### config.mk
export PLATFORM = sky130hd
export DESIGN_NAME = bcct_front_flat
export DESIGN_NICKNAME = d
export VERILOG_FILES = /design/src/rtl/core/bcct_pkg.sv /design/src/rtl/core/bcct_if.sv /design/src/rtl/core/bcct_front.sv /design/src/flat_wrapper.sv
export SDC_FILE = /design/constraint.sdc
export NUM_CORES = 1
export LEC_CHECK = 0
export BUFFER_PORTS_ARGS = -buffer_cell sky130_fd_sc_hd__clkbuf_2
export CORE_MARGIN = 3
export CORE_UTILIZATION = 36
export CTS_BUF_LIST = sky130_fd_sc_hd__clkbuf_4
export CTS_CLUSTER_SIZE = 8
export DETAILED_ROUTE_END_ITERATION = 10
export GPL_TIMING_DRIVEN = 0
export PLACE_DENSITY = 0.77
export SETUP_SLACK_MARGIN = 0.4
export SLEW_MARGIN = 10
export SYNTH_ARGS = -nofsm -noshare
export SYNTH_HDL_FRONTEND = slang
export SYNTH_SLANG_ARGS = --single-unit
### constraint.sdc
create_clock -name clk -period 2.05 [get_ports clk]
set_input_delay 0.5125 -clock clk [delete_from_list [all_inputs] [get_ports clk]]
set_output_delay 0.5125 -clock clk [all_outputs]
set_load 0.03 [all_outputs]
### src/rtl/core/bcct_pkg.sv
// ============================================================================
// bcct_pkg
// Types and constants shared by the binary node count table modules.
// ============================================================================
`default_nettype none

package bcct_pkg;

    // Field widths of the command, result and configuration words.
    localparam int MODE_W     = 3;
    localparam int IN_IDX_W   = 8;
    localparam int POS_W      = 3;
    localparam int NP_W       = 4;
    localparam int OUT_CNT_W  = 20;
    localparam int PROB_W     = 17;

    // Divider: one quotient bit per step.
    localparam int DIV_STEPS  = PROB_W;
    localparam int STEP_W     = 5;

    // Command queue between the front and the back.
    localparam int Q_DEPTH    = 4;
    localparam int Q_PTR_W    = 2;

    // Command mode codes.
    localparam logic [MODE_W-1:0] MODE_CLEAR       = 3'd0;
    localparam logic [MODE_W-1:0] MODE_COUNT       = 3'd1;
    localparam logic [MODE_W-1:0] MODE_FLIP_SELF   = 3'd2;
    localparam logic [MODE_W-1:0] MODE_FLIP_PARENT = 3'd3;
    localparam logic [MODE_W-1:0] MODE_READ        = 3'd4;

    // Probability constants in Q1.16.
    localparam logic [PROB_W-1:0] PROB_HALF = 17'd32768;
    localparam logic [PROB_W-1:0] PROB_ONE  = 17'd65536;

    // Operation handed from the front to the back.
    typedef enum logic [2:0] {
        OP_CLEAR,
        OP_COUNT,
        OP_FLIP_SELF,
        OP_FLIP_PARENT,
        OP_REPORT
    } op_kind_t;

    typedef struct packed {
        op_kind_t              kind;
        logic [IN_IDX_W-1:0]   idx;
        logic [IN_IDX_W-1:0]   old_idx;
        logic                  node_value;
        logic                  direction;
    } op_t;

    // Queue fill status.
    typedef struct packed {
        logic full;
        logic empty;
    } q_status_t;

    // Back-end sequencer states.
    typedef enum logic [2:0] {
        ST_IDLE,
        ST_READ,
        ST_UPDATE,
        ST_DIV_START,
        ST_DIVIDE,
        ST_EMIT
    } back_state_t;

endpackage

`default_nettype wire

### src/rtl/core/bcct_if.sv
// ============================================================================
// bcct_if
// Valid/ready channels of the count table: command, result, configuration.
// ============================================================================
`default_nettype none

// Command channel: one word per case or request.
interface bcct_in_if import bcct_pkg::*; ();
    logic                valid;
    logic                ready;
    logic [MODE_W-1:0]   mode;
    logic                node_value;
    logic [IN_IDX_W-1:0] parent_bits;
    logic                direction;
    logic [POS_W-1:0]    changed_pos;
    logic                changed_is_parent;

    modport source (output valid, mode, node_value, parent_bits, direction,
                    changed_pos, changed_is_parent, input ready);
    modport sink   (input valid, mode, node_value, parent_bits, direction,
                    changed_pos, changed_is_parent, output ready);
endinterface


// Configuration write channel: the parent count register.
interface bcct_cfg_if import bcct_pkg::*; ();
    logic            valid;
    logic            ready;
    logic [NP_W-1:0] num_parents;

    modport source (output valid, num_parents, input ready);
    modport sink   (input valid, num_parents, output ready);
endinterface

`default_nettype wire

### src/rtl/core/bcct_front.sv
// ============================================================================
// bcct_front
// Accepts command words, forms table indexes and classifies each command.
// ============================================================================
`default_nettype none

module bcct_front import bcct_pkg::*; #(
    parameter int MAX_PARENTS = 8
) (
    input  wire logic    clk,
    input  wire logic    rst_n,
    bcct_in_if.sink      cmd,
    bcct_cfg_if.sink     cfg,
    input  q_status_t    q_status,
    output logic         push,
    output op_t          push_op
);

    localparam int IDX_W = (MAX_PARENTS < IN_IDX_W) ? MAX_PARENTS : IN_IDX_W;
    localparam logic [NP_W-1:0] NP_CAP = NP_W'(IDX_W);

    logic [NP_W-1:0]     num_parents_reg;
    logic [NP_W-1:0]     np_eff;
    logic [IN_IDX_W-1:0] idx_mask;
    logic [IN_IDX_W-1:0] tbl_mask;
    logic [IN_IDX_W-1:0] cur_idx;
    logic [IN_IDX_W-1:0] old_idx;
    logic                real_flip;
    logic                keep;

    // Parent count register; writes are always taken.
    assign cfg.ready = 1'b1;

    always_ff @(posedge clk or negedge rst_n)
    begin
        if (!rst_n)
        begin
            num_parents_reg <= '0;
        end
        else if (cfg.valid && cfg.ready)
        begin
            num_parents_reg <= cfg.num_parents;
        end
    end

    // A parent count above the table size acts as the table size.
    assign np_eff = (num_parents_reg > NP_CAP) ? NP_CAP : num_parents_reg;

    // Index masks: configured parents and the full table.
    always_comb
    begin
        for (int b = 0; b < IN_IDX_W; b++)
        begin
            idx_mask[b] = (NP_W'(b) < np_eff);
            tbl_mask[b] = (b < IDX_W);
        end
    end

    assign cur_idx   = cmd.parent_bits & idx_mask;
    assign old_idx   = cur_idx ^ (IN_IDX_W'(1) << cmd.changed_pos);
    assign real_flip = cmd.changed_is_parent && ({1'b0, cmd.changed_pos} < np_eff);

    // The front stalls only when the queue is full.
    assign cmd.ready = !q_status.full;

    // Classify the command; unused modes are taken and dropped.
    always_comb
    begin
        keep               = 1'b1;
        push_op.kind       = OP_REPORT;
        push_op.idx        = cur_idx;
        push_op.old_idx    = old_idx;
        push_op.node_value = cmd.node_value;
        push_op.direction  = cmd.direction;
        case (cmd.mode)
            MODE_CLEAR:       push_op.kind = OP_CLEAR;
            MODE_COUNT:       push_op.kind = OP_COUNT;
            MODE_FLIP_SELF:   push_op.kind = OP_FLIP_SELF;
            MODE_FLIP_PARENT: push_op.kind = real_flip ? OP_FLIP_PARENT : OP_REPORT;
            MODE_READ:
            begin
                push_op.kind = OP_REPORT;
                push_op.idx  = cmd.parent_bits & tbl_mask;
            end
            default:          keep = 1'b0;
        endcase
    end

    assign push = cmd.valid && cmd.ready && keep;

endmodule

`default_nettype wire

### src/flat_wrapper.sv
// flat-port wrapper written by rule: the top's interface ports become plain ports
module bcct_front_flat import bcct_pkg::*;
#(
    parameter int MAX_PARENTS = 8
)
  (clk, rst_n, q_status, push, push_op, cmd_valid, cmd_mode, cmd_node_value, cmd_parent_bits, cmd_direction, cmd_changed_pos, cmd_changed_is_parent, cmd_ready, cfg_valid, cfg_num_parents, cfg_ready);
  bcct_in_if cmd_i ();
  bcct_cfg_if cfg_i ();
  input  wire logic clk;
  input  wire logic rst_n;
  input  q_status_t q_status;
  output logic push;
  output op_t push_op;
  input wire logic [$bits(cmd_i.valid)-1:0] cmd_valid;
  input wire logic [$bits(cmd_i.mode)-1:0] cmd_mode;
  input wire logic [$bits(cmd_i.node_value)-1:0] cmd_node_value;
  input wire logic [$bits(cmd_i.parent_bits)-1:0] cmd_parent_bits;
  input wire logic [$bits(cmd_i.direction)-1:0] cmd_direction;
  input wire logic [$bits(cmd_i.changed_pos)-1:0] cmd_changed_pos;
  input wire logic [$bits(cmd_i.changed_is_parent)-1:0] cmd_changed_is_parent;
  output wire logic [$bits(cmd_i.ready)-1:0] cmd_ready;
  input wire logic [$bits(cfg_i.valid)-1:0] cfg_valid;
  input wire logic [$bits(cfg_i.num_parents)-1:0] cfg_num_parents;
  output wire logic [$bits(cfg_i.ready)-1:0] cfg_ready;
  assign cmd_i.valid = cmd_valid;
  assign cmd_i.mode = cmd_mode;
  assign cmd_i.node_value = cmd_node_value;
  assign cmd_i.parent_bits = cmd_parent_bits;
  assign cmd_i.direction = cmd_direction;
  assign cmd_i.changed_pos = cmd_changed_pos;
  assign cmd_i.changed_is_parent = cmd_changed_is_parent;
  assign cmd_ready = cmd_i.ready;
  assign cfg_i.valid = cfg_valid;
  assign cfg_i.num_parents = cfg_num_parents;
  assign cfg_ready = cfg_i.ready;
  bcct_front #(.MAX_PARENTS(MAX_PARENTS)) u_core (.clk(clk), .rst_n(rst_n), .cmd(cmd_i), .cfg(cfg_i), .q_status(q_status), .push(push), .push_op(push_op));
endmodule
==> flow_metrics.tcl, run 1 <==
set metrics [dict create \
    status "did not finish" \
    lastStage "4_1_cts" \
    tool.error "[ERROR DPL-0033] detailed placement checks failed during check placement." \
    synth_enable_flop_cells 0 \
    synth_fp_nets 114 \
    synth_top_family_by_area "simple AND/OR/NAND/NOR gates" \
    synthTopCellsByArea "dfrtp_1 16%, xor2_1 6.8%, mux2_2 5.2%" \
    htreeDepth 1 \
    yosysWarnings 0 \
    numPortBuffers 45 \
    ios 51 \
    root_buffer "clkbuf_4" \
    placed_area_um2 1171 \
    numCtsBuffers 3 \
    synthXorXnorAreaFrac_pct 10.85 \
    synth-simple-area-share_pct 31.01 \
    async_reset_ff_share_pct 100.0 \
    yosys-top-cells-count "8 x nand2_1, 7 x nor2_1, 6 x o21ai_0" \
    synth-seq-cells 4 \
    synthAdderAreaFrac_pct 3.876 \
    avgSynthCellArea_um2 7.596 \
    die_h_um 48.35 \
    synth_top_area_share_pct 15.50 \
    ys.flop_type "dfrtp_1" \
    synthDistinctLibCells 34 \
    seq_area_frac_synth_pct 15.50 \
    synth_compound_area_share_pct 21.32 \
    post_cts_buffers 14 \
    place_congestion 0.7531 \
    clkSinkCount 4 \
    cts_hold_buf 0 \
    cts_resized 63 \
    dpl_worst_slack_ns -0.3933 \
    syn_inst 85 \
    yosysMostFrequentCell "nand2_1" \
    netlist_area_um2 645.6 \
    dp_cells 154 \
    synth.area.mux_share_pct 5.233 \
    die_x_um 48.35 \
    dp_hpwl_um 1540 \
    yosysTopAreaCell "dfrtp_1" \
    cts.path.max_buffers 2 \
    initial_core_util_pct 40.50 \
    num_rows 14 \
]
## kinds of logic after synthesis
kind of cell / after synthesis
muxes: 3
adders and majority gates: 2
DFF: 4
other: 1
buffers and inverters: 14
AOI/OAI and AO/OA: 21
xor gates and xnor gates: 8
and+or+nand+nor: 32
## per-stage QoR
step,hold WS [ns],utilization [%]
floorplan,0.2169,-
detailed placement,0.3217,73.47
global placement,0.3207,73.47
==> run 2, diff against run 1 <==
Settings changed: CORE_AREA set to 3 3 64 66, CORE_MARGIN 3 to not set, CORE_UTILIZATION 36 to not set, CTS_BUF_LIST sky130_fd_sc_hd__clkbuf_4 to not set, CTS_CLUSTER_SIZE 8 to not set, DIE_AREA set to 0 0 67 69, PLACE_DENSITY 0.77 to not set, PLACE_DENSITY_LB_ADDON set to 0.15, SETUP_SLACK_MARGIN 0.4 to not set.
Clock period 2.05 ns to 2.65 ns, I/O delays scaled along.
==> flow_metrics.tcl, run 2 <==
set metrics [dict create \
    cts.path.max_buffers 2 \
    vias_per_cell 4.133 \
    antenna_found_initial 0 \
    synth-seq-cells 4 \
    grt_util_met2_pct 14.52 \
    ant_nets 0 \
    dp_cells 178 \
    path_buf_inv 3 \
    final_cell_mix "42 x clkbuf_2, 10 x buf_4, 8 x nand2_1" \
    status "finished clean" \
    end_kind "output pin" \
    critPathMaxStageDelay_ns 0.37 \
    overflow 0 \
    setup_violations 0 \
    yosysWarnings 0 \
    fin_skew_ns 0 \
    grt_pass1_vias 745 \
    drt_iter0_drc 14 \
    synth_top_area_share_pct 15.50 \
    crit_required_ns 1.99 \
    grt_max_degree 11 \
    coreArea_um2 3633 \
    cts_tree "yes" \
    synth_enable_flop_cells 0 \
    insertion_delay_ns 0.21 \
    ir_worst_vdd_uv 108.6 \
    initial_core_util_pct 17.77 \
    layout_commonest_cell "clkbuf_2" \
    crit_family "compound AO/OA/AOI/OAI gates" \
    drc 0 \
    post_drt_wl_per_cell_um 10.62 \
    hp-class "in2async" \
    dieArea_um2 4623 \
    num_vias 777 \
    drive_gt1_share_pct 51.43 \
    syn_inst 85 \
    finalCritPeriodShare_pct 95.27 \
    yosysTopAreaCell "dfrtp_1" \
    async_reset_ff_share_pct 100.0 \
    max_freq_mhz 396.1 \
    die_x_um 67 \
    slowest_stage "dfrtp_1" \
    clkSinkCount 4 \
    netlist_area_um2 645.6 \
    die_h_um 69 \
    top_usage_layer "met2" \
    root_buffer "clkbuf_8" \
    final_max_slew_viol_count 0 \
    ios 51 \
    use_met1_pct 9.970 \
    synth_fp_nets 114 \
    setup_ws_ns 0.1254 \
    numCtsBuffers 3 \
    diodes 0 \
    worstPathCellList "buf_6 -> clkinvlp_4 -> nand2_1 -> ha_4 -> nor4b_4 -> o21bai_2 -> a211o_1 -> buf_6" \
    dp_hpwl_um 1583 \
    p_per_area_nw_per_um2 423.8 \
    stdcell_count 188 \
    numPortBuffers 45 \
    yosysMostFrequentCell "nand2_1" \
    clkTransAtPathRegs_ns 0.03 \
    timing.final.crit_period_ns 2.525 \
    grt_pass1_wl_um 3180 \
    cap_violations 0 \
    p_leak_nw 0.5313 \
    avgSynthCellArea_um2 7.596 \
    area_delta_synth_final_pct 62.21 \
    largest_reg_flops 4 \
    nNetsFinal 171 \
    ys.flop_type "dfrtp_1" \
    cp-start-kind "flop" \
    dpl_worst_slack_ns 0.1694 \
    yosys-top-cells-count "8 x nand2_1, 7 x nor2_1, 6 x o21ai_0" \
    crit_fanout 6 \
    place_congestion 0.6015 \
    crit_top_cell "buf_6" \
    grt_usage_pct 8.445 \
    num_rows 22 \
    seq_area_frac_synth_pct 15.50 \
    synthTopCellsByArea "dfrtp_1 16%, xor2_1 6.8%, mux2_2 5.2%" \
    drtPass1Iterations 4 \
    criticalPathCategory "reg2out" \
    wirelength_um 1997 \
    synthDistinctLibCells 34 \
    cp_data_arrival_time_ns 1.86 \
    hold_viol 0 \
    htreeDepth 1 \
    gr-usage-met3_pct 2.117 \
]
-- run 2: layer usage --
layer	vias to the layer above	wire, µm
li1	396	-
met1	344	829
met2	37	941
met3	0	226
met4	0	0
met5	-	0
-- run 2: worst reg2reg max path, delay by kind of cell (launching register included) --
family	cells	cell delay (ns)
compound gates	1	0.14
flops	1	0.35
buf+inv	4	0.47
-- run 2: cell families after synthesis --
logic type / count (synthesis) / share of synthesized area [%]
adder cells (fa/ha/maj): 2 / 3.875
AO/OA/AOI/OAI: 21 / 21.32
multiplexers: 3 / 5.232
XOR/XNOR: 8 / 10.85
other: 1 / 0.5808
buffers and inverters: 14 / 11.63
AND/OR/NAND/NOR: 32 / 31.01
flip-flops: 4 / 15.50
-- run 2: per-stage QoR --
stage	setup TNS (ns)	cell area, µm²	util [%]	power [mW]	hold WS, ns
6_report	0	1047	28.82	0.4438	0.2458
3_5_place_dp	0	930.9	25.62	0.3004	0.4710
5_1_grt	-0.02072	1047	28.82	0.4799	0.2452
3_3_place_gp	0	930.9	25.62	0.2975	0.4720
2_1_floorplan	0	645.6	-	0.2309	0.3669
4_1_cts	0	975.9	26.86	0.4318	0.2425
-- run 2: worst paths after layout --
check,start,slack (ns),to,depth (start not counted)
setup / recovery,u_core.num_parents_reg[3]$_DFFE_PN0P_,0.13,push_op[20],8
hold / removal,rst_n,0.25,u_core.num_parents_reg[2]$_DFFE_PN0P_,1
setup reg to reg,u_core.num_parents_reg[3]$_DFFE_PN0P_,1.61,u_core.num_parents_reg[3]$_DFFE_PN0P_,5
hold reg to reg,u_core.num_parents_reg[0]$_DFFE_PN0P_,0.69,u_core.num_parents_reg[0]$_DFFE_PN0P_,1
max in group asynchronous,rst_n,2.28,u_core.num_parents_reg[3]$_DFFE_PN0P_,1
min in group clk,cfg_num_parents[3],0.67,u_core.num_parents_reg[3]$_DFFE_PN0P_,3
-- run 2: layout make-up --
cell class / instances / area (µm²)
Multi-Input combinational cell: 67 / 483.0
Timing Repair Buffer: 52 / 284.0
Tap cell: 48 / 60.06
Inverter: 5 / 22.52
Sequential cell: 4 / 100.1
Clock buffer: 3 / 41.29
Fill cell: 424 / 2586
Buffer: 9 / 56.30
-- run 2: report_power, final --
group	leakage (nW)	switching [mW]	internal, mW
sequential	0.0472	0.00809	0.0675
clock	0.0216	0.0284	0.0966
combinational	0.463	0.146	0.0970
-- run 2: repair_timing --
action,4_1_cts,5_1_grt
setup endpoints to repair,3,3
hold buffers,0,0
resized for setup,1,9
setup buffers,0,7
pin swaps,0,3
endpoints found under the hold margin,0,0
(Power assumes the default switching activity.)
