--- src/rtl/core/bcct_pkg.sv ---
// ============================================================================
// bcct_pkg
// Types and constants shared by the binary node count table modules.
// ============================================================================
`default_nettype none

package bcct_pkg;

    // Field widths of the command, result and configuration words.
    localparam int MODE_W     = 3;
    localparam int IN_IDX_W   = 8;
    localparam int POS_W      = 3;
    localparam int NP_W       = 4;
    localparam int OUT_CNT_W  = 20;
    localparam int PROB_W     = 17;

    // Divider: one quotient bit per step.
    localparam int DIV_STEPS  = PROB_W;
    localparam int STEP_W     = 5;

    // Command queue between the front and the back.
    localparam int Q_DEPTH    = 4;
    localparam int Q_PTR_W    = 2;

    // Command mode codes.
    localparam logic [MODE_W-1:0] MODE_CLEAR       = 3'd0;
    localparam logic [MODE_W-1:0] MODE_COUNT       = 3'd1;
    localparam logic [MODE_W-1:0] MODE_FLIP_SELF   = 3'd2;
    localparam logic [MODE_W-1:0] MODE_FLIP_PARENT = 3'd3;
    localparam logic [MODE_W-1:0] MODE_READ        = 3'd4;

    // Probability constants in Q1.16.
    localparam logic [PROB_W-1:0] PROB_HALF = 17'd32768;
    localparam logic [PROB_W-1:0] PROB_ONE  = 17'd65536;

    // Operation handed from the front to the back.
    typedef enum logic [2:0] {
        OP_CLEAR,
        OP_COUNT,
        OP_FLIP_SELF,
        OP_FLIP_PARENT,
        OP_REPORT
    } op_kind_t;

    typedef struct packed {
        op_kind_t              kind;
        logic [IN_IDX_W-1:0]   idx;
        logic [IN_IDX_W-1:0]   old_idx;
        logic                  node_value;
        logic                  direction;
    } op_t;

    // Queue fill status.
    typedef struct packed {
        logic full;
        logic empty;
    } q_status_t;

    // Back-end sequencer states.
    typedef enum logic [2:0] {
        ST_IDLE,
        ST_READ,
        ST_UPDATE,
        ST_DIV_START,
        ST_DIVIDE,
        ST_EMIT
    } back_state_t;

endpackage

`default_nettype wire

--- src/rtl/core/bcct_queue.sv ---
// ============================================================================
// bcct_queue
// Short FIFO of classified operations between the front and the back.
// ============================================================================
`default_nettype none

module bcct_queue import bcct_pkg::*; (
    input  wire logic       clk,
    input  wire logic       rst_n,
    input  wire logic       push,
    input  wire op_t        push_op,
    input  wire logic       pop,
    output op_t             head_op,
    output q_status_t       status
);

    op_t                entry_reg [Q_DEPTH];
    logic [Q_PTR_W-1:0] wr_ptr_reg;
    logic [Q_PTR_W-1:0] rd_ptr_reg;
    logic [Q_PTR_W:0]   count_reg;

    // Entry storage.
    always_ff @(posedge clk)
    begin
        if (push)
        begin
            entry_reg[wr_ptr_reg] <= push_op;
        end
    end

    // Pointers and fill count.
    always_ff @(posedge clk or negedge rst_n)
    begin
        if (!rst_n)
        begin
            wr_ptr_reg <= '0;
            rd_ptr_reg <= '0;
            count_reg  <= '0;
        end
        else
        begin
            if (push)
            begin
                wr_ptr_reg <= wr_ptr_reg + 1'b1;
            end
            if (pop)
            begin
                rd_ptr_reg <= rd_ptr_reg + 1'b1;
            end
            if (push && !pop)
            begin
                count_reg <= count_reg + 1'b1;
            end
            else if (pop && !push)
            begin
                count_reg <= count_reg - 1'b1;
            end
        end
    end

    assign head_op      = entry_reg[rd_ptr_reg];
    assign status.full  = (count_reg == (Q_PTR_W + 1)'(Q_DEPTH));
    assign status.empty = (count_reg == '0);

endmodule

`default_nettype wire

--- config.mk ---
export PLATFORM = sky130hd
export DESIGN_NAME = bcct_queue
export DESIGN_NICKNAME = d
export VERILOG_FILES = /design/src/rtl/core/bcct_pkg.sv /design/src/rtl/core/bcct_queue.sv
export SDC_FILE = /design/constraint.sdc
export NUM_CORES = 1
export LEC_CHECK = 0
export BUFFER_PORTS_ARGS = -buffer_cell sky130_fd_sc_hd__clkbuf_2
export CORE_MARGIN = 2
export CORE_UTILIZATION = 56
export CTS_CLUSTER_DIAMETER = 80
export DETAILED_ROUTE_END_ITERATION = 8
export PLACE_DENSITY = 0.9
export SLEW_MARGIN = 25
export SYNTH_ARGS = -nofsm -noshare
export SYNTH_HDL_FRONTEND = slang
export SYNTH_SLANG_ARGS = --single-unit
--- constraint.sdc ---
create_clock -name clk -period 2 [get_ports clk]
set_clock_uncertainty 0.2 [all_clocks]
set_input_delay 0.3 -clock clk [delete_from_list [all_inputs] [get_ports clk]]
set_output_delay 0.3 -clock clk [all_outputs]
set_load 0.05 [all_outputs]
======== Yosys cells after proc, flatten, opt, wreduce, memory -nomap -nowiden ========
Memory sizes are Yosys's and may differ from the RTL's.
Cells that the tools add are included.
word-level totals
  word-level logic and storage cells ...... 19
  register bits after elaboration ......... 7
  bits in writable memories ............... 84
  input port bits ......................... 25
  memories kept ........................... 1
operators by class
  multiplexer cells ....................... 4
  add/subtract/negate cells ............... 4
  reductions and logical operators ........ 6
  equality and inequality tests ........... 1
memory list
  memory     words  width  read ports  clocked after Yosys merged registers in  wr ports  RTL line          RTL
  entry_reg  4      21     1           0                                        1         bcct_queue.sv:17  op_t entry_reg [Q_DEPTH];
operator list
  kind                 number
  $mux 3               2
  $add 2x1->2 const B  2
  $add 3x1->3 const B  1
  $eq 3x3->1 const B   1
  $logic_not 3->1      1
  $sub 3x1->3 const B  1
  $logic_and 1x1->1    2
  $logic_not 1->1      2
  $mux 1               2
  $reduce_bool 2->1    1

======== Longest topological paths before layout ========
Gate-level depths: netlist of run 1.
  word-level depth ........................ 4
  mapped depth ............................ 7
  mapped depth without buffers ............ 7

======== Worst setup path after synthesis of run 1 ========
No wires, ideal clock.
  kind .................................... flip-flop to output port
  start point ............................. register count_reg[0]
  end point ............................... output status[1] in the netlist's numbering
  buffers on the path ..................... 0
  cell stages (with the launch flop) ...... 2
  data arrival time ....................... 1.599 ns
  setup slack ............................. -0.099 ns
  cells stage by stage .................... dfrtp_1 -> nor3b_1
RTL lines
  item                    RTL line          RTL
  start, declared         bcct_queue.sv:20  logic [Q_PTR_W:0] count_reg;
  start signal, assigned  bcct_queue.sv:52  count_reg <= count_reg + 1'b1;
  start signal, assigned  bcct_queue.sv:56  count_reg <= count_reg - 1'b1;
  end, declared           bcct_queue.sv:14  output q_status_t status

==> flow_summary.yaml, run 1 <==
run:
  maxCapViolCount: 0
layout:
  final_util_pct: 75.7
  drive_gt1_share_pct: 41.1
  syn2layout_area_growth_pct: 30.3
  nets: 263
  antenna_cells: 0
  largest_reg_flops: 84
  fillers: 316
  seqCellArea_mm2: 0.00270
  multi_input_area_um2: 683
  final_cells: 311
place:
  dpl_worst_slack_ps: 97.4
  dp_cells: 272
  io_buffers: 47
  place_hpwl_mm: 3.63
  gp_congestion: 0.666
synthesis:
  avgSynthCellArea_um2: 24.0
  ys_ff_latch: 91
  syn_inst: 144
  ys_warn_count: 0
  synth.distinct_cells: 19
  synth-seq-area-share_pct: 78.0
  syn_area_mm2: 0.00346
  syn_nets: 175
critical_path:
  crit_chain: "buf_12, mux4_2, buf_8"
  crit_type: "flip-flop to primary output"
  critPathRequiredTime_ps: 1500
  cp-startpoint: "rd_ptr_reg[0]"
  cpPeakStageDelay_ps: 550
  crit_buf_inv: 2
  crit_arrival_ps: 1680
  reg2reg_from: "count_reg[0]"
  crit_path_start_kind: "flip-flop"
  crit_family: "multiplexers"
  cp-end-kind: "primary output"
  crit_fanout: 8
  crit_slowest_cell: "mux4_2"
clock_network:
  clock-sinks: 91
  clk_pin_slew_ps: 80
  numCtsBuffers: 9
  insertion_delay_ps: 340
  cts_max_level: 3
  clockBufferDepth: 2
  cts_tree: "built"
  cts_root_buf: "clkbuf_8"
sta:
  hold_viol: 0
  worstMarginPinSlew_ps: 276
  rsz0062_at_grt: "yes"
  finalSetupViolCount: 21
  setup_ws_ps: -177
  post-route-period-util_pct: 109
  hold_ws_ps: 42.3
  max_freq_ghz: 0.459
  tns_ps: -3240
  relSlewSlack_pct: 81.7
  finalWorstPathRequiredPeriod_ps: 2180
  timing.final.max_slew_violations: 0
floorplan:
  core_area_mm2: 0.00596
  dieArea_mm2: 0.00682
  start_util_pct: 58.1
  rows: 28
  die_y_um: 82.6
  die_w_um: 82.6
  ios: 48
global_routing:
  grt_util_all_layers_pct: 19.6
  grt_overflow: 0
  grt_pass1_vias: 1831
  grt_pass1_wl_mm: 9.11
  grt_max_degree: 23
  antenna_found_initial: 0
pwr:
  power_per_cell_area_mw_per_mm2: 1650
  vdd.ir_drop.worst_mv: 1.24
  leakagePower_nw: 1.64
hold_path:
  hp-class: "input port to flip-flop"
  hp-start: "push"
routing:
  via_per_inst: 5.52
  first_pass_iters: 4
  wl_per_cell_um: 19.8
  first_iter_violations: 109
  vias: 1718
  drc: 0
  ant_nets: 0
  wirelength_mm: 6.16
status:
  status: "complete, but fails checks"
  violations: "negative setup slack"
==> power by group <==
part	total [mW]	internal (mW)	switching [mW]
Sequential	2.68	2.51	0.176
Combinational	3.47	1.53	1.94
Clock	1.29	0.696	0.591
Total	7.44	4.74	2.71
==> logic make-up after synthesis <==
group / after synthesis / synth area share [%]
AO/OA/AOI/OAI: 1 / 0.145
XOR/XNOR: 6 / 1.52
adder cells (fa/ha/maj): 6 / 2.39
buffers and inverters: 9 / 2.21
flip-flops: 91 / 78.0
multiplexers: 22 / 14.3
AND/OR/NAND/NOR: 9 / 1.41
==> what timing repair did <==
| action | CTS | global route |
|---|---|---|
| resized for setup | 46 | 24 |
| setup buffers | 1 | 0 |
| endpoints found under the setup margin | 21 | 21 |
| cloned | 1 | 0 |
| hold endpoints to repair | 90 | 0 |
| hold buffers | 23 | 0 |
==> layer usage <==
metal  global-route usage [%]  wire, um  up-vias
met1                     21.6      2370      875
met4                     8.69       163        0
met2                     35.3      3330       66
met5                        0         0        -
li1                         -         -      761
met3                     5.22       290       16
==> stage by stage <==
| step | instance area [um2] | power [mW] |
|---|---|---|
| floorplan | 3470 | 4.81 |
| global placement | 3840 | 5.33 |
| detailed placement | 3840 | 5.40 |
| CTS | 4510 | 7.30 |
| global route | 4510 | 7.75 |
| finish | 4510 | 7.44 |
==> placed cells by master (no fill, tap or decap), drive strengths merged, types with 4 or more instances in the layout <==
master / Yosys / layout
edfxtp: 84 / 84
clkbuf: 0 / 36
buf: 5 / 33
dlygate4sd3: 0 / 23
mux4: 21 / 21
dfrtp: 7 / 7
ha: 5 / 5
inv: 4 / 5
and2: 4 / 4
xor2: 4 / 4
==> cell type report <==
type | instances | share of cell area [%]
clock buffer | 10 | 2.83
clock inverter | 5 | 1.72
inverter | 4 | 0.333
multi-input combinational | 44 | 15.2
sequential | 91 | 59.9
tap | 75 | 2.08
timing repair buffer | 82 | 18.0
==> cell usage after synthesis (all sizes together) <==
cell type | number | area (um2)
mux2 | 1 | 11.3
buf | 5 | 61.3
fa | 1 | 20.0
inv | 4 | 15.0
o21ai | 1 | 5.00
xor2 | 4 | 35.0
nor3b | 1 | 7.51
nand2 | 2 | 7.51
mux4 | 21 | 484
ha | 5 | 62.6
and2 | 4 | 25.0
xnor2 | 2 | 17.5
nor3 | 1 | 5.00
nor2 | 1 | 3.75
edfxtp | 84 | 2520
dfrtp | 7 | 175
==> path summary, 6_finish.rpt <==
kind	to	slack, ps	cells past startpoint
worst min-delay path	wr_ptr_reg[0]	40	2
worst max register to register	count_reg[2]	330	4
max in group asynchronous	rd_ptr_reg[0]	1280	2
min in group asynchronous	count_reg[0]	130	2
worst min register to register	count_reg[2]	330	1
worst max-delay path	head_op[5]	-180	3
Note: power is estimated with default switching activity, not from simulation.
==> run 2, diff against run 1 <==
Settings changed: CELL_PAD_IN_SITES_DETAIL_PLACEMENT from default to 1, CELL_PAD_IN_SITES_GLOBAL_PLACEMENT from default to 1, CORE_UTILIZATION 56 to 49.
==> run 2 against run 1 <==
- the run still ends with negative setup slack left
- combinational power increased by 1%
- routed wire length increased by 12%
- sequential share of layout area decreased by 0.26 points
- worst hold slack improved by 6.4 ps
- via count increased by 0.29%
- global-route usage decreased by 0.16 points
- clock power decreased by 9%
- first-iteration DRC count increased by 14%
- power decreased by 0.83%
- setup slack improved by 8.5 ps
- die area increased by 14%
==> flow_summary.yaml, run 2 (synthesis results as in run 1) <==
critical_path:
  cp-end-kind: "primary output"
  crit_fanout: 9
  crit_path_start_kind: "flip-flop"
  crit_type: "flip-flop to primary output"
  reg2reg_from: "wr_ptr_reg[0]"
  crit_arrival_ps: 1670
  cp-startpoint: "rd_ptr_reg[0]"
  critPathRequiredTime_ps: 1500
layout:
  seqCellArea_mm2: 0.00270
  syn2layout_area_growth_pct: 30.9
  final_cells: 333
  layout_common_cells: "edfxtp_1 (84), clkbuf_2 (26), dlygate4sd3_1 (23)"
  largest_reg_flops: 84
  nets: 264
  final_util_pct: 66.6
  layout_commonest_cell: "edfxtp_1"
  antenna_cells: 0
  drive_gt1_share_pct: 41.4
  fillers: 558
  multi_input_area_um2: 683
routing:
  ant_nets: 0
  via_per_inst: 5.17
  wirelength_mm: 6.92
  first_iter_violations: 124
  vias: 1723
  wl_per_cell_um: 20.8
  first_pass_iters: 4
  drc: 0
global_routing:
  grt_pass1_wl_mm: 10.3
  antenna_found_initial: 0
  grt_util_all_layers_pct: 19.4
  grt_overflow: 0
  grt_max_degree: 19
  grt_pass1_vias: 1909
hold_path:
  hp-class: "input port to flip-flop"
  hp-start: "push"
clock_network:
  clock-sinks: 91
  insertion_delay_ps: 340
  clockBufferDepth: 2
  cts_root_buf: "clkbuf_8"
  cts_tree: "built"
  cts_max_level: 3
  clk_pin_slew_ps: 70
  numCtsBuffers: 9
sta:
  tns_ps: -2920
  finalSetupViolCount: 21
  finalWorstPathRequiredPeriod_ps: 2170
  rsz0062_at_grt: "yes"
  setup_ws_ps: -169
  timing.final.max_slew_violations: 0
  post-route-period-util_pct: 108
  relSlewSlack_pct: 75.3
  hold_viol: 0
  max_freq_ghz: 0.461
  worstMarginPinSlew_ps: 371
floorplan:
  die_y_um: 88.0
  dieArea_mm2: 0.00775
  ios: 48
  die_w_um: 88.0
  start_util_pct: 50.9
  core_area_mm2: 0.00679
  rows: 30
place:
  dpl_worst_slack_ps: 49.9
  place_hpwl_mm: 4.07
  dp_cells: 293
  io_buffers: 47
  gp_congestion: 0.662
pwr:
  power_per_cell_area_mw_per_mm2: 1630
  total_power_mw: 7.38
  leakagePower_nw: 1.63
  vdd.ir_drop.worst_mv: 0.877
status:
  violations: "negative setup slack"
  status: "complete, but fails checks"
run:
  maxCapViolCount: 0
## run 2: cell types whose count changed in the layout (fill, tap and decap cells not counted)
cell	previous run	this run
inv_6	1	0
buf_12	3	4
clkinv_4	0	1
buf_8	22	21
buf_6	0	1
clkinvlp_4	0	1
bufinv_16	2	1
## run 2: per-layer routing
metal	wire length, um	up-vias	track usage (%)
li1	-	763	-
met1	2790	893	23.5
met2	3700	59	33.4
met3	353	8	5.28
met4	75	0	7.58
met5	0	-	0
## run 2: cell type report
class                      instances  area share [%]
clock buffer                      10            2.82
clock inverter                     5            1.22
inverter                           4           0.332
multi-input combinational         44            15.1
sequential                        91            59.6
tap                               96            2.65
timing repair buffer              83            18.3
## run 2: critical path, stage by stage, from the launching register on
cell and delay, ps:
dfrtp_2 430, buf_12 160, mux4_2 550, buf_8 180
## run 2: what timing repair did
action	4_1_cts	5_1_grt
resized for setup	47	22
endpoints found under the setup margin	21	21
setup buffers	1	1
hold endpoints to repair	92	0
cloned	1	0
hold buffers	23	0
## run 2: path summary, 6_finish.rpt
kind / depth (start not counted) / slack (ps) / end
min: 2 / 50 / wr_ptr_reg[0]
min reg2reg: 1 / 300 / count_reg[2]
max in group asynchronous: 2 / 1290 / rd_ptr_reg[0]
max reg2reg: 4 / 200 / entry_reg[0][5]
min in group asynchronous: 2 / 120 / count_reg[2]
max: 3 / -170 / head_op[8]
## run 2: per-stage QoR
step / cell area, um2 / hold WS (ps)
floorplan: 3470 / -196
global placement: 3880 / -52.4
detailed placement: 3880 / -47.9
CTS: 4520 / 33.1
global route: 4530 / 59.3
finish: 4530 / 48.6
## run 2: power breakdown
| part | switching (mW) | internal (mW) |
|---|---|---|
| logic | 1.97 | 1.55 |
| registers | 0.173 | 2.51 |
| clock network | 0.610 | 0.567 |
| total | 2.76 | 4.62 |
==> run 3, diff against run 2 <==
Settings changed: CORE_UTILIZATION 49 to 52, CTS_BUF_LIST from default to sky130_fd_sc_hd__clkbuf_8, PLACE_DENSITY 0.9 to default, PLACE_DENSITY_LB_ADDON from default to 0.1.
==> run 3 against run 2 <==
- the flow still finishes with violations (negative setup slack)
- setup slack worse by 16 ps
- combinational power down 5.7%
- flip-flop and latch count unchanged
- register-to-register slack better by 180 ps
- die area down 5.5%
- critical path type unchanged
- largest power group unchanged
- highest routed layer unchanged
==> flow_summary.yaml, run 3 (synthesis results as in run 1) <==
critical_path:
  crit_type: "flip-flop to primary output"
  cp-end-kind: "primary output"
  critPathRequiredTime_ps: 1500
  crit_arrival_ps: 1680
  crit_fanout: 7
  crit_path_start_kind: "flip-flop"
sta:
  hold_viol: 0
  finalWorstPathRequiredPeriod_ps: 2180
  relSlewSlack_pct: 81.6
  rsz0062_at_grt: "yes"
  timing.final.max_slew_violations: 0
  post-route-period-util_pct: 109
  setup_ws_ps: -184
  finalSetupViolCount: 21
  max_freq_ghz: 0.458
  worstMarginPinSlew_ps: 277
  hold_ws_ps: 47.6
pwr:
  power_per_cell_area_mw_per_mm2: 1630
  leakagePower_nw: 1.64
  vdd.ir_drop.worst_mv: 1.23
layout:
  syn2layout_area_growth_pct: 29.1
  fillers: 510
  drive_gt1_share_pct: 41.8
  final_cells: 314
  layout_commonest_cell: "edfxtp_1"
  final_area_mm2: 0.00447
  antenna_cells: 0
  nets: 264
  layout_common_cells: "edfxtp_1 (84), clkbuf_2 (26), dlygate4sd3_1 (23)"
  largest_reg_flops: 84
  final_util_pct: 69.9
global_routing:
  grt_max_degree: 15
  grt_pass1_wl_mm: 10.4
  grt_overflow: 0
  grt_pass1_vias: 1924
  grt_util_all_layers_pct: 20.1
  antenna_found_initial: 0
place:
  io_buffers: 47
  dp_cells: 276
  dpl_worst_slack_ps: 56.2
  dpl_cell_area_mm2: 0.00385
  gp_congestion: 0.679
  place_hpwl_mm: 4.05
clock_network:
  cts_tree: "built"
  cts_max_level: 3
  clk_pin_slew_ps: 80
  clockBufferDepth: 2
  cts_root_buf: "clkbuf_8"
  numCtsBuffers: 9
  insertion_delay_ps: 330
  clock-sinks: 91
routing:
  drc: 0
  wl_per_cell_um: 20.5
  first_iter_violations: 85
  vias: 1698
  first_pass_iters: 4
  ant_nets: 0
  wirelength_mm: 6.44
  via_per_inst: 5.41
floorplan:
  ios: 48
  start_util_pct: 54.2
  dieArea_mm2: 0.00732
  die_y_um: 85.6
  rows: 29
  core_area_mm2: 0.00639
  die_w_um: 85.6
run:
  maxCapViolCount: 0
status:
  violations: "negative setup slack"
  status: "complete, but fails checks"
hold_path:
  hp-class: "input port to flip-flop"
-- run 3: per-stage QoR --
step	setup TNS, ps	power, mW
final	-3390	7.28
after global routing	-4430	7.58
after CTS	-3710	7.22
after detailed placement	0	5.44
after global placement	0	5.32
after floorplan	0	4.81
-- run 3: final timing paths --
kind / start / end / slack, ps / cells past startpoint
min in group asynchronous: rst_n / count_reg[2] / 150 / 2
max reg2reg: count_reg[0] / count_reg[2] / 380 / 4
min reg2reg: count_reg[2] / count_reg[2] / 320 / 1
max in group asynchronous: rst_n / rd_ptr_reg[0] / 1260 / 2
min: pop / rd_ptr_reg[1] / 50 / 3
max: rd_ptr_reg[0] / head_op[12] / -180 / 3
-- run 3: cell type report --
cell class	instances	area [um2]	area share, %
tap	77	96.3	2.16
clock inverter	6	82.6	1.85
timing repair buffer	83	766	17.1
inverter	4	15.0	0.336
clock buffer	9	124	2.77
multi-input combinational	44	683	15.3
sequential	91	2700	60.4
-- run 3: power breakdown --
group | internal, mW | total (mW) | leakage, nW | switching, mW
logic | 1.41 | 3.32 | 0.673 | 1.91
registers | 2.51 | 2.67 | 0.853 | 0.164
clock network | 0.691 | 1.29 | 0.110 | 0.601
total | 4.60 | 7.28 | 1.64 | 2.68
-- run 3: repair_timing --
| action | CTS | global route |
|---|---|---|
| setup endpoints to repair | 21 | 21 |
| hold endpoints to repair | 92 | 0 |
| setup buffers | 0 | 0 |
| hold buffers | 23 | 0 |
| resized for setup | 45 | 12 |
-- run 3: worst max-delay path: stages, from the launching register on --
cell	delay, ps
dfrtp_2	430
buf_6	180
mux4_2	530
clkbuf_8	200
-- run 3: metal layers --
layer / part of all wire (%) / track usage [%] / up-vias
met5: 0 / 0 / -
met3: 3.8 / 4.81 / 12
met4: 1.7 / 8.80 / 0
met1: 43 / 26.5 / 874
met2: 51 / 32.3 / 48
li1: - / - / 764
